### src/rcs_pkg.sv
// ----------------------------------------------------------------------------
// rcs_pkg: shared types and constants for the row/column scroll address gen
// Table depths, field widths, command and register codes, port structs.
// ----------------------------------------------------------------------------
package rcs_pkg;

  // Table depths (powers of two)
  localparam int ROW_ENTRIES = 512;
  localparam int COL_ENTRIES = 128;
  localparam int ROW_AW      = $clog2(ROW_ENTRIES);
  localparam int COL_AW      = $clog2(COL_ENTRIES);

  // Coordinate widths
  localparam int X_W = 10;
  localparam int Y_W = 9;

  // Mirror origins for flipped screen
  localparam logic [X_W-1:0] FLIP_X_ORIGIN = X_W'(192);
  localparam logic [Y_W-1:0] FLIP_Y_ORIGIN = Y_W'(256);

  // Layer width masks
  localparam logic [X_W-1:0] MASK_NARROW = X_W'(10'h1ff);
  localparam logic [X_W-1:0] MASK_WIDE   = X_W'(10'h3ff);

  // Pixels per column scroll entry, as a shift
  localparam int COL_SHIFT = 3;

  typedef enum logic [1:0] {
    CMD_ROW_WR = 2'd0,
    CMD_COL_WR = 2'd1,
    CMD_PIXEL  = 2'd2,
    CMD_NOP    = 2'd3
  } cmd_t;

  // Configuration register indexes
  localparam int CFG_IDX_W = 3;
  localparam logic [CFG_IDX_W-1:0] REG_SCROLL_X     = 3'd0;
  localparam logic [CFG_IDX_W-1:0] REG_SCROLL_Y     = 3'd1;
  localparam logic [CFG_IDX_W-1:0] REG_DELTA_X      = 3'd2;
  localparam logic [CFG_IDX_W-1:0] REG_DELTA_Y      = 3'd3;
  localparam logic [CFG_IDX_W-1:0] REG_FLIP_SCREEN  = 3'd4;
  localparam logic [CFG_IDX_W-1:0] REG_DOUBLE_WIDTH = 3'd5;
  localparam logic [CFG_IDX_W-1:0] REG_CLIP_LEFT    = 3'd6;

  typedef struct packed {
    cmd_t        command;
    logic [8:0]  table_index;
    logic [15:0] table_data;
    logic [8:0]  screen_row;
    logic [9:0]  screen_col;
  } in_word_t;

  typedef struct packed {
    logic [X_W-1:0] source_x;
    logic [Y_W-1:0] source_y;
  } out_word_t;

  typedef struct packed {
    logic [15:0]        scroll_x_word;
    logic [15:0]        scroll_y_word;
    logic signed [10:0] delta_x;
    logic signed [9:0]  delta_y;
    logic               flip_screen;
    logic               double_width;
    logic [9:0]         clip_left;
  } cfg_t;

  // Clearing pass control
  typedef struct packed {
    logic              active;
    logic [ROW_AW-1:0] addr;
  } clr_t;

  // Stage 1 to stage 2 handoff
  typedef struct packed {
    logic           valid;
    logic           col_wr;
    logic [8:0]     table_index;
    logic [15:0]    table_data;
    logic [X_W-1:0] source_x;
    logic [Y_W-1:0] y_row;
  } s1_t;

endpackage

### src/rcs_col_stage.sv
// ----------------------------------------------------------------------------
// rcs_col_stage: column scroll table and second stage
// Writes the column table in order with pixel reads, reads the column scroll
// word for the source x and forms the final source y.
// ----------------------------------------------------------------------------
module rcs_col_stage (
  input  logic               clk,
  input  logic               rst,
  input  rcs_pkg::clr_t      clr,
  input  rcs_pkg::s1_t       s1,
  input  logic               advance,
  output logic               s2_valid,
  output rcs_pkg::out_word_t s2_word
);

  logic [15:0] col_mem [rcs_pkg::COL_ENTRIES];

  logic [rcs_pkg::COL_AW+8:0] widx;
  logic [rcs_pkg::COL_AW+6:0] ridx;
  logic [rcs_pkg::ROW_AW:0]   clr_wide;
  logic                       col_wr;
  logic                       pix_rd;
  logic                       clr_wr;

  logic [15:0]                cscroll;
  logic [rcs_pkg::X_W-1:0]    source_x;
  logic [rcs_pkg::Y_W-1:0]    y_row;

  assign widx     = (rcs_pkg::COL_AW + 9)'(s1.table_index);
  assign ridx     = (rcs_pkg::COL_AW + 7)'(s1.source_x[rcs_pkg::X_W-1:rcs_pkg::COL_SHIFT]);
  assign clr_wide = (rcs_pkg::ROW_AW + 1)'(clr.addr);
  assign clr_wr   = clr.active && (clr_wide < (rcs_pkg::ROW_AW + 1)'(rcs_pkg::COL_ENTRIES));
  assign col_wr   = advance && s1.valid && s1.col_wr &&
                    (widx < (rcs_pkg::COL_AW + 9)'(rcs_pkg::COL_ENTRIES));
  assign pix_rd   = advance && s1.valid && !s1.col_wr;

  always_ff @(posedge clk) begin
    if (clr_wr) begin
      col_mem[clr.addr[rcs_pkg::COL_AW-1:0]] <= '0;
    end else if (col_wr) begin
      col_mem[widx[rcs_pkg::COL_AW-1:0]] <= s1.table_data;
    end
    if (pix_rd) begin
      cscroll  <= col_mem[ridx[rcs_pkg::COL_AW-1:0]];
      source_x <= s1.source_x;
      y_row    <= s1.y_row;
    end
  end

  always_ff @(posedge clk) begin
    if (rst) begin
      s2_valid <= 1'b0;
    end else if (advance) begin
      s2_valid <= pix_rd;
    end
  end

  assign s2_word.source_x = source_x;
  assign s2_word.source_y = y_row - cscroll[8:0];

endmodule

### config.mk
export PLATFORM = sky130hd
export DESIGN_NAME = rcs_col_stage
export DESIGN_NICKNAME = d
export VERILOG_FILES = /design/src/rcs_pkg.sv /design/src/rcs_col_stage.sv
export SDC_FILE = /design/constraint.sdc
export NUM_CORES = 1
export LEC_CHECK = 0
export BUFFER_PORTS_ARGS = -buffer_cell sky130_fd_sc_hd__buf_2
export CORE_ASPECT_RATIO = 0.5
export CORE_UTILIZATION = 40
export DETAILED_ROUTE_END_ITERATION = 12
export PLACE_DENSITY = 0.67
export RECOVER_POWER = 50
export SYNTH_ARGS = -nofsm -noshare
export SYNTH_HDL_FRONTEND = slang
export SYNTH_SLANG_ARGS = --single-unit
### constraint.sdc
create_clock -name clk -period 5.43 [get_ports clk]
set_input_delay 0.543 -clock clk [delete_from_list [all_inputs] [get_ports clk]]
set_output_delay 0.543 -clock clk [all_outputs]
set_load 0.02 [all_outputs]
# Yosys cells after proc, flatten, opt, wreduce, memory -nomap -nowiden
# Memories as Yosys holds them, arrays and structs flattened. A register that Yosys moved wholly into a read port is not among the register bits.
# Cells that the tools add are included.
# W data, S select, Z words.
# word_totals
register_bits	20
latch_bits	0
mem_bits_rw	2048
mem_bits_ro	0
in_bits	59
memories	1
# classes
n_addsub	1
n_mul	0
div	0
n_lt_le_gt_ge	2
eq_ne	0
shifts	0
mux	8
n_bitwise	0
n_reduce_logical	7
# memory_table
name	depth	word_bits	read_ports	rd_clocked_by_memory_dff	wr	line_no	rtl
col_mem	128	16	1	1	1	rcs_col_stage.sv:16	logic [15:0] col_mem [rcs_pkg::COL_ENTRIES];
# ops
cell	count
$lt A9 B8 Y1 const B	2
$mux W16	1
$reduce_or A16 Y1	1
$sub A9 B9 Y9	1
$mux W7	1
$mux W1	6
$logic_and A1 B1 Y1	5
$logic_not A1 Y1	1

# Logic depth before layout (Yosys ltp)
# Gate-level depths: netlist of the first run.
# logic_depth
ltp_word	8
ltp_mapped	10

# Worst setup path before layout of the first run
# OpenSTA, ideal clock, no wires.
# synth_timing
path_kind	input -> register
start	input port s1[42] (netlist name)
end	memory col_mem[0][0] (data pin)
setup_time_ns	0.535
arrival_ns	3.226
t_required_ns	4.895
setup_slack_ns	1.669
path_stages	5
cell_sequence	nand4b_2 -> nor3_4 -> buf_4 -> clkbuf_1 -> and2_1
# synth_between
elab_chain_len	7
# synth_lines
item	line_no	rtl
start: declaration	rcs_col_stage.sv:10	input rcs_pkg::s1_t s1,
$lt A9 B8 Y1	rcs_col_stage.sv:34	(widx < (rcs_pkg::COL_AW + 9)'(rcs_pkg::COL_ENTRIES));
$logic_and A1 B1 Y1	rcs_col_stage.sv:33	assign col_wr = advance && s1.valid && s1.col_wr &&
$mux W1	rcs_col_stage.sv:40	end else if (col_wr) begin
$mux W1	rcs_col_stage.sv:38	if (clr_wr) begin
$mux W1 (implied by the code)	rcs_col_stage.sv:41	col_mem[widx[rcs_pkg::COL_AW-1:0]] <= s1.table_data;
$reduce_or A16 Y1 (no line)	n/a	
$mux W16 (no line)	n/a	
end: declaration	rcs_col_stage.sv:16	
# Every way passes these cells.

# Worst setup path in the final report of the first run
# layout_timing
start	input port s1[42] (netlist name)
end	memory col_mem[100][4], enable pin
# layout_between
elab_chain_len	7
elab_cells_between_ends	8
classes_between	order compare: 1; mux: 5; reduce/logical: 2
# layout_lines
item	line_no
$lt A9 B8 Y1 *	rcs_col_stage.sv:34
$logic_and A1 B1 Y1 *	rcs_col_stage.sv:33
$mux W1 *	rcs_col_stage.sv:40
$mux W1 *	rcs_col_stage.sv:38
$mux W1 (implied by the code) *	rcs_col_stage.sv:41
$reduce_or A16 Y1 (no line)	n/a
$mux W7 (no line) or $mux W1 (tied branches)	n/a
# Every way passes the cells marked *; elsewhere a longest branch is shown, timed or not.

==> results of run 1 <==
[synthesized netlist by cell type, types with 2 or more instances]
library cell	n	area (µm²)
xnor2_1	4	35.0
edfxtp_1	1180	35400
nor4_1	20	125
ha_1	8	100
nand3_1	10	50.1
a31oi_1	5	31.3
and2_1	10	62.6
or2_2	9	56.3
or2_4	5	43.8
mux2i_1	144	1440
buf_4	18	135
buf_2	58	290
nor2_1	79	297
nand2_1	107	402
inv_1	19	71.3
a41oi_2	4	65.1
a211oi_1	63	473
nor3_2	15	150
nor2b_1	5	31.3
nor3_4	2	32.5
xor2_1	2	17.5
mux4_2	216	4860
nor3b_1	6	45.0
a21oi_2	2	17.5
a21boi_0	2	15.0
clkbuf_1	53	199
a31oi_4	2	42.5
a21oi_1	7	35.0
buf_1	5	18.8
a22oi_1	72	541
o22ai_1	72	450
buf_6	6	67.6
nand3b_1	4	30.0
a31oi_2	3	37.5
o21ai_0	4	20.0
nor3_1	57	285
and3_1	2	12.5
[state kept, by name, indices dropped and copies added, names as in the netlist]
register / count
col_mem: 1152
s2_valid: 1
cscroll: 9
source_x: 10
y_row: 9
[metal layers]
layer	global-route usage	vias to the layer above
li1	-	9758
met2	0.283	865
met5	0	-
met4	0.0551	0
met3	0.0342	165
met1	0.245	11871
[what timing repair did]
item / in CTS / in global routing
hold buffers: 1 / 0
setup buffers: 0 / 0
endpoints found under the hold margin: 1 / 0
[metrics by stage]
| step | hold slack (ns) | worst slack, ns |
|---|---|---|
| final | 0.0444 | 1.15 |
| after global routing | 0.0247 | 0.941 |
| after CTS | 0.00475 | 1.88 |
| after detailed placement | 0.473 | 1.18 |
| after global placement | 0.464 | 1.41 |
| after floorplan | 0.577 | 1.67 |
[logic make-up after synthesis]
logic type,count (synthesis),synth area share
compound gates,237,0.0376
xor+xnor,6,0.00114
fa+ha+maj,9,0.00260
buf+inv,160,0.0172
flops,1181,0.767
mux,360,0.136
simple gates,341,0.0377
[how the worst max path moves through the flow]
stage,start,to,cells after the start
6_report,s1[42],col_mem[100][4],8
3_3_place_gp,s1[42],col_mem[21][0],7
5_1_grt,s1[42],col_mem[98][0],6
3_5_place_dp,s1[42],col_mem[43][6],7
2_1_floorplan,s1[42],col_mem[0][0],5
4_1_cts,s1[42],col_mem[43][3],7
[area by class of cell]
type                    instances  area (µm²)  share of cell area
diodes                          2        5.00           0.0000965
inverters                      19        71.3             0.00137
flip-flops and latches       1181       35500               0.684
repair buffers                162        1050              0.0202
well taps                    1513        1890              0.0365
multi-input cells             953       10000               0.194
clock inverters                66         526              0.0101
clock buffers                 126        2830              0.0546
[layout by cell type, fill, tap and decap left out, types with 5 or more instances in the layout]
cell type  count
nand3_1       10
mux4_2       216
clkinv_1      31
nor4_1        14
buf_4         61
nand2_1      107
inv_1         19
nor3_1        57
nor2_1        77
mux2i_1      144
buf_2         48
or2_2          9
a22oi_1       72
nor3_2        16
edfxtp_1    1180
a211oi_1      63
or2_4          5
a21oi_1        7
buf_12         8
and2_2         5
bufinv_16      9
nor3b_1        6
clkinv_2      23
ha_1           8
a31oi_2        6
o22ai_1       72
clkbuf_16    111
nor4_2         5
clkbuf_1      57
[power breakdown]
group | internal [mW] | total, mW | switching (mW)
Combinational | 0.208 | 0.640 | 0.432
Sequential | 9.93 | 9.93 | 0.00592
Clock | 4.13 | 7.31 | 3.19
==> flow_metrics.tcl, run 1 <==
set metrics [dict create \
    synth_area_per_cell_um2 20.1 \
    required_ns 5.72 \
    cpMostUsedCell "clkbuf_1" \
    whs_path_depth 1 \
    row_count 87 \
    status "finished, violations left" \
    cp-end-kind "flip-flop" \
    cpMaxStageDelayCell "nor4_2" \
    finalWirelength_um 104000 \
    hold_viol 0 \
    finalNonFillerCells 4022 \
    wire_per_inst_um 25.8 \
    clk_pin_slew_ns 0.06 \
    power_density_nw_per_um2 345 \
    synth-edff-count 1180 \
    min_from "s1[0]" \
    drc_errors 0 \
    ys_seq_area_frac 0.767 \
    synthArstFlopShare 0 \
    arrival_ns 4.57 \
    reg2reg_slack_ns 3.18 \
    timing.fmax_mhz 234 \
    via_count 22659 \
    synth_cells 2294 \
    placed_cell_area_um2 48700 \
    clkLatencyLatePin_ns 0.67 \
    drt_iter0_markers 2522 \
    cts.sinks 1181 \
    critPathTopFamily "simple AND/OR/NAND/NOR gates" \
    fin_crit_ns 4.28 \
    rsz0062_at_grt "false" \
    hold_end "y_row[0]" \
    synth-main-ff-cell "edfxtp_1" \
    chipWidth_um 483 \
    period_share 0.788 \
    max_slew_margin -0.512 \
    antenna_found_initial 1 \
    n_fill_cell 9459 \
    drt-met1-wl_um 42200 \
    ctsHtreeMaxLevel 3 \
    violations "max-capacitance violations, max-slew violations" \
    track_usage 0.177 \
    die-height_um 242 \
    ant_nets 0 \
    cts_buffer_depth 3 \
    dpl.hpwl_um 61300 \
    setup_tns_ns 0 \
    synth_seq_cells 1181 \
    top_layer "met4" \
    area_delta_synth_final_pct 12.3 \
    synth_nets 2362 \
    maxSlewViolCount 695 \
    ir_drop_v 0.000263 \
    dr.pass1.iters 5 \
    worst-path-buf-inv 3 \
    power_mw 17.9 \
    synth_cell_types 51 \
    start_kind "input port" \
    ios 79 \
    port_buffers 71 \
    r2r-start "col_mem[21][0]" \
    path_class "in -> reg" \
    syn-cell-area_um2 46200 \
    leakagePower_nw 13.7 \
    path_cells "buf_2, nand4b_1, nor3_4, clkbuf_1, and3_1, a31oi_2, clkbuf_1, nor4_2" \
    root_buffer "clkbuf_16" \
    cts_buffers 107 \
    drive_gt1_frac 0.219 \
    floorplan.initialDensity 0.407 \
    place.gp.congestion 0.857 \
    dr_wl_met3_um 8140 \
    grt_first_pass_wirelength_um 153000 \
    grt-ovfl-total 0 \
    stdcell_area_um2 51900 \
    wl_met2_um 50600 \
    maxCapViolCount 13 \
    crit_path_max_incr_delay_ns 1.05 \
    rr_worst_depth 5 \
    placed_cells 3827 \
    finClkSkew_ns 0.0165 \
    timing.rr.end "cscroll[0]" \
    nets 2492 \
    cts_tree "yes" \
    ys_warn_count 0 \
    crit_fanout 17 \
    core_area_um2 114000 \
    cts_resized 0 \
    hold_class "in -> reg" \
    finalSetupViolCount 0 \
    vias_per_cell 5.63 \
    die_area_um2 117000 \
    grt_pass1_vias 22903 \
    final_util 0.456 \
    grt_max_degree 98 \
    worst_pin_slew_ns 2.27 \
]
(Power assumes the default switching activity.)
==> run 2: changes to the inputs <==
--- a/config.mk
+++ b/config.mk
@@ -5,6 +5,7 @@
 export SDC_FILE = /design/constraint.sdc
 export NUM_CORES = 1
 export LEC_CHECK = 0
+export ABC_AREA = 1
 export BUFFER_PORTS_ARGS = -buffer_cell sky130_fd_sc_hd__buf_2
 export CORE_ASPECT_RATIO = 0.5
 export CORE_UTILIZATION = 40
==> constraint.sdc (replaced) <==
create_clock -name clk -period 4 [get_ports clk]
set_input_delay 0.4 -clock clk [delete_from_list [all_inputs] [get_ports clk]]
set_output_delay 0.4 -clock clk [all_outputs]
set_load 0.02 [all_outputs]
==> run 2 against run 1 <==
Net effect:
- the run still ends with max-capacitance violations, max-slew violations left
- critical path depth down 2
- synthesized cell count up 79%
- flip-flop and latch count unchanged
- sequential share of layout area down 3.2 points
- setup slack worse by 0.74 ns
- combinational power up 140%
- via count up 40%
- non-clock buffer count up 83
- cell count up 46%
- sequential power up 36%
- total power up 39%
- critical endpoint is now col_mem[87][4]
- largest power group unchanged
==> flow_metrics.tcl, run 2 <==
set metrics [dict create \
    status "finished, violations left" \
    violations "max-capacitance violations, max-slew violations" \
    grt_pass1_vias 30133 \
    antenna_found_initial 1 \
    antenna_cells 0 \
    netSwitchingFraction 0.223 \
    period_share 0.897 \
    grt-ovfl-total 0 \
    n_fill_cell 10415 \
    maxCapViolCount 11 \
    synth_area_per_cell_um2 11.7 \
    clkPwrFrac 0.396 \
    clk_pin_slew_ns 0.06 \
    grt_max_degree 182 \
    setup_tns_ns 0 \
    synth-edff-count 1180 \
    comb_power_share 0.062 \
    multi_input_area_um2 11400 \
    die_area_um2 122000 \
    synthArstFlopShare 0 \
    finClkSkew_ns 0.0195 \
    yosysTopAreaCell "edfxtp_1" \
    drt_iter0_markers 3931 \
    ir_drop_v 0.000331 \
    max_slew_margin -0.888 \
    row_count 89 \
    clkLatencyLatePin_ns 0.69 \
    synth_cells 4113 \
    synth_top_area_share 0.736 \
    timing.fmax_mhz 279 \
    ys_top_cells_by_area "edfxtp_1 (74%), nand3_1 (11%), nand2_1 (11%)" \
    fin_ws_ns 0.412 \
    ys_seq_area_frac 0.736 \
    power_density_nw_per_um2 457 \
    p_sw_mw 5.56 \
    final_util 0.459 \
    cts.sinks 1181 \
    path_class "in -> reg" \
    leakagePower_nw 18.7 \
    ctsHtreeMaxLevel 3 \
    start_kind "input port" \
    largest_reg_flops 1152 \
    finalWirelength_um 122000 \
    hold_viol 0 \
    top_layer "met4" \
    track_usage 0.199 \
    crit_fanout 17 \
    dpl.hpwl_um 71300 \
    ys_warn_count 0 \
    via_count 31636 \
    core_area_um2 119000 \
    wl_met2_um 58000 \
    reg2reg_slack_ns 2.05 \
    syn-cell-area_um2 48200 \
    regArea_um2 35500 \
    maxSlewViolCount 752 \
    cts_tree "yes" \
    synth.top_cells.by_count "nand2_1 (1,366), edfxtp_1 (1,180), nand3_1 (1,055)" \
    final_cell_mix "nand2_1 (1,367), edfxtp_1 (1,180), nand3_1 (1,055), nor2_1 (148), clkbuf_16 (113)" \
    drt-met1-wl_um 50500 \
    drive_gt1_frac 0.0872 \
    rsz0062_at_grt "false" \
    worst_pin_slew_ns 2.82 \
    cp-end-kind "flip-flop" \
    pwr-share-seq 0.542 \
    vias_per_cell 5.37 \
    chipWidth_um 493 \
    dpl_worst_slack_ns 0.576 \
    fin_crit_ns 3.59 \
    synth_cell_types 28 \
    port_buffers 71 \
    nets 4280 \
    die-height_um 247 \
    place.gp.congestion 0.888 \
    root_buffer "clkbuf_16" \
    floorplan.initialDensity 0.406 \
    grt_first_pass_wirelength_um 185000 \
    synth_seq_cells 1181 \
    synth_most_common_cell "nand2_1" \
    power.internal_mw 19.3 \
    cts_buffer_depth 3 \
    post_cts_buffers 0 \
    synth_nets 4181 \
    wire_per_inst_um 20.8 \
    arrival_ns 4.04 \
    finalSetupViolCount 0 \
    area_delta_synth_final_pct 13.0 \
    final_common_cell "nand2_1" \
    ios 79 \
    dr.pass1.iters 7 \
    drc_errors 0 \
    cts_buffers 109 \
    required_ns 4.45 \
    hold_class "in -> reg" \
    ant_nets 0 \
    dr_wl_met3_um 9990 \
    synth-main-ff-cell "edfxtp_1" \
]
==> run 2: cell count changes in the layout (fill, tap and decap cells not counted), sizes merged, moves of 15 or more <==
cell / previous run / this run
a211oi: 63 / 0
a22oi: 72 / 0
buf: 118 / 196
inv: 20 / 47
mux2i: 144 / 0
mux4: 216 / 0
nand2: 107 / 1375
nand3: 10 / 1055
nor2: 79 / 152
nor3: 74 / 2
nor4: 20 / 1
o22ai: 72 / 0
or2: 15 / 0
==> run 2: kinds of logic (layout without fill, tap and decap cells) <==
group	Yosys count	in the layout	share of synthesized area
AO/OA/AOI/OAI	18	18	0.00239
XOR/XNOR	7	7	0.00127
adder cells (fa/ha/maj)	9	9	0.00249
buffers and inverters	304	490	0.0262
flip-flops	1181	1181	0.736
AND/OR/NAND/NOR	2594	2594	0.231
==> run 2: final timing paths <==
kind / startpoint / endpoint / cells past startpoint
max: s1[42] / col_mem[87][4] / 6
min: advance / s2_valid / 4
max reg2reg: col_mem[69][5] / cscroll[5] / 10
min reg2reg: s2_valid / s2_valid / 2
==> run 2: what timing repair did <==
action,in CTS,in global routing
endpoints found under the hold margin,14,0
gates resized for setup,0,0
endpoints found under the setup margin,0,0
hold buffers,14,0
==> run 2: power groups by stage <==
stage               logic [mW]  clock network, mW  registers, mW
floorplan                0.976                  0           13.8
global placement          1.48                  0           13.8
detailed placement        1.51                  0           13.8
CTS                       1.53               9.94           13.5
global route              1.69               10.4           13.5
finish                    1.54               9.85           13.5
==> run 2: cell type report <==
type                       count  share of cell area
clock inverter                62             0.00747
multi-input combinational   2628               0.210
clock buffer                 136              0.0536
inverter                      47             0.00356
sequential                  1181               0.652
timing repair buffer         245              0.0369
tap                         1592              0.0366
==> run 2: routing by layer <==
metal  vias to the layer above  track usage
li1                      14686            -
met2                      1383        0.325
met1                     15325        0.272
met3                       242       0.0325
met5                         -            0
met4                         0       0.0686
==> run 2: critical path, cell delays in order <==
cell	delay, ns
buf_2	0.09
nor4_1	0.59
nand2_1	0.52
buf_4	0.37
nor2_1	1.46
clkbuf_2	0.56
==> run 2: per-stage QoR <==
| step | power [mW] | instances | instance area, µm² | hold slack [ns] |
|---|---|---|---|---|
| floorplan | 14.7 | 4113 | 48200 | 0.472 |
| global placement | 15.2 | 5679 | 51200 | 0.468 |
| detailed placement | 15.3 | 5679 | 51200 | 0.509 |
| CTS | 25.0 | 5891 | 54700 | 0.0178 |
| global route | 25.6 | 5891 | 54400 | 0.0428 |
| finish | 24.9 | 5891 | 54400 | 0.0424 |
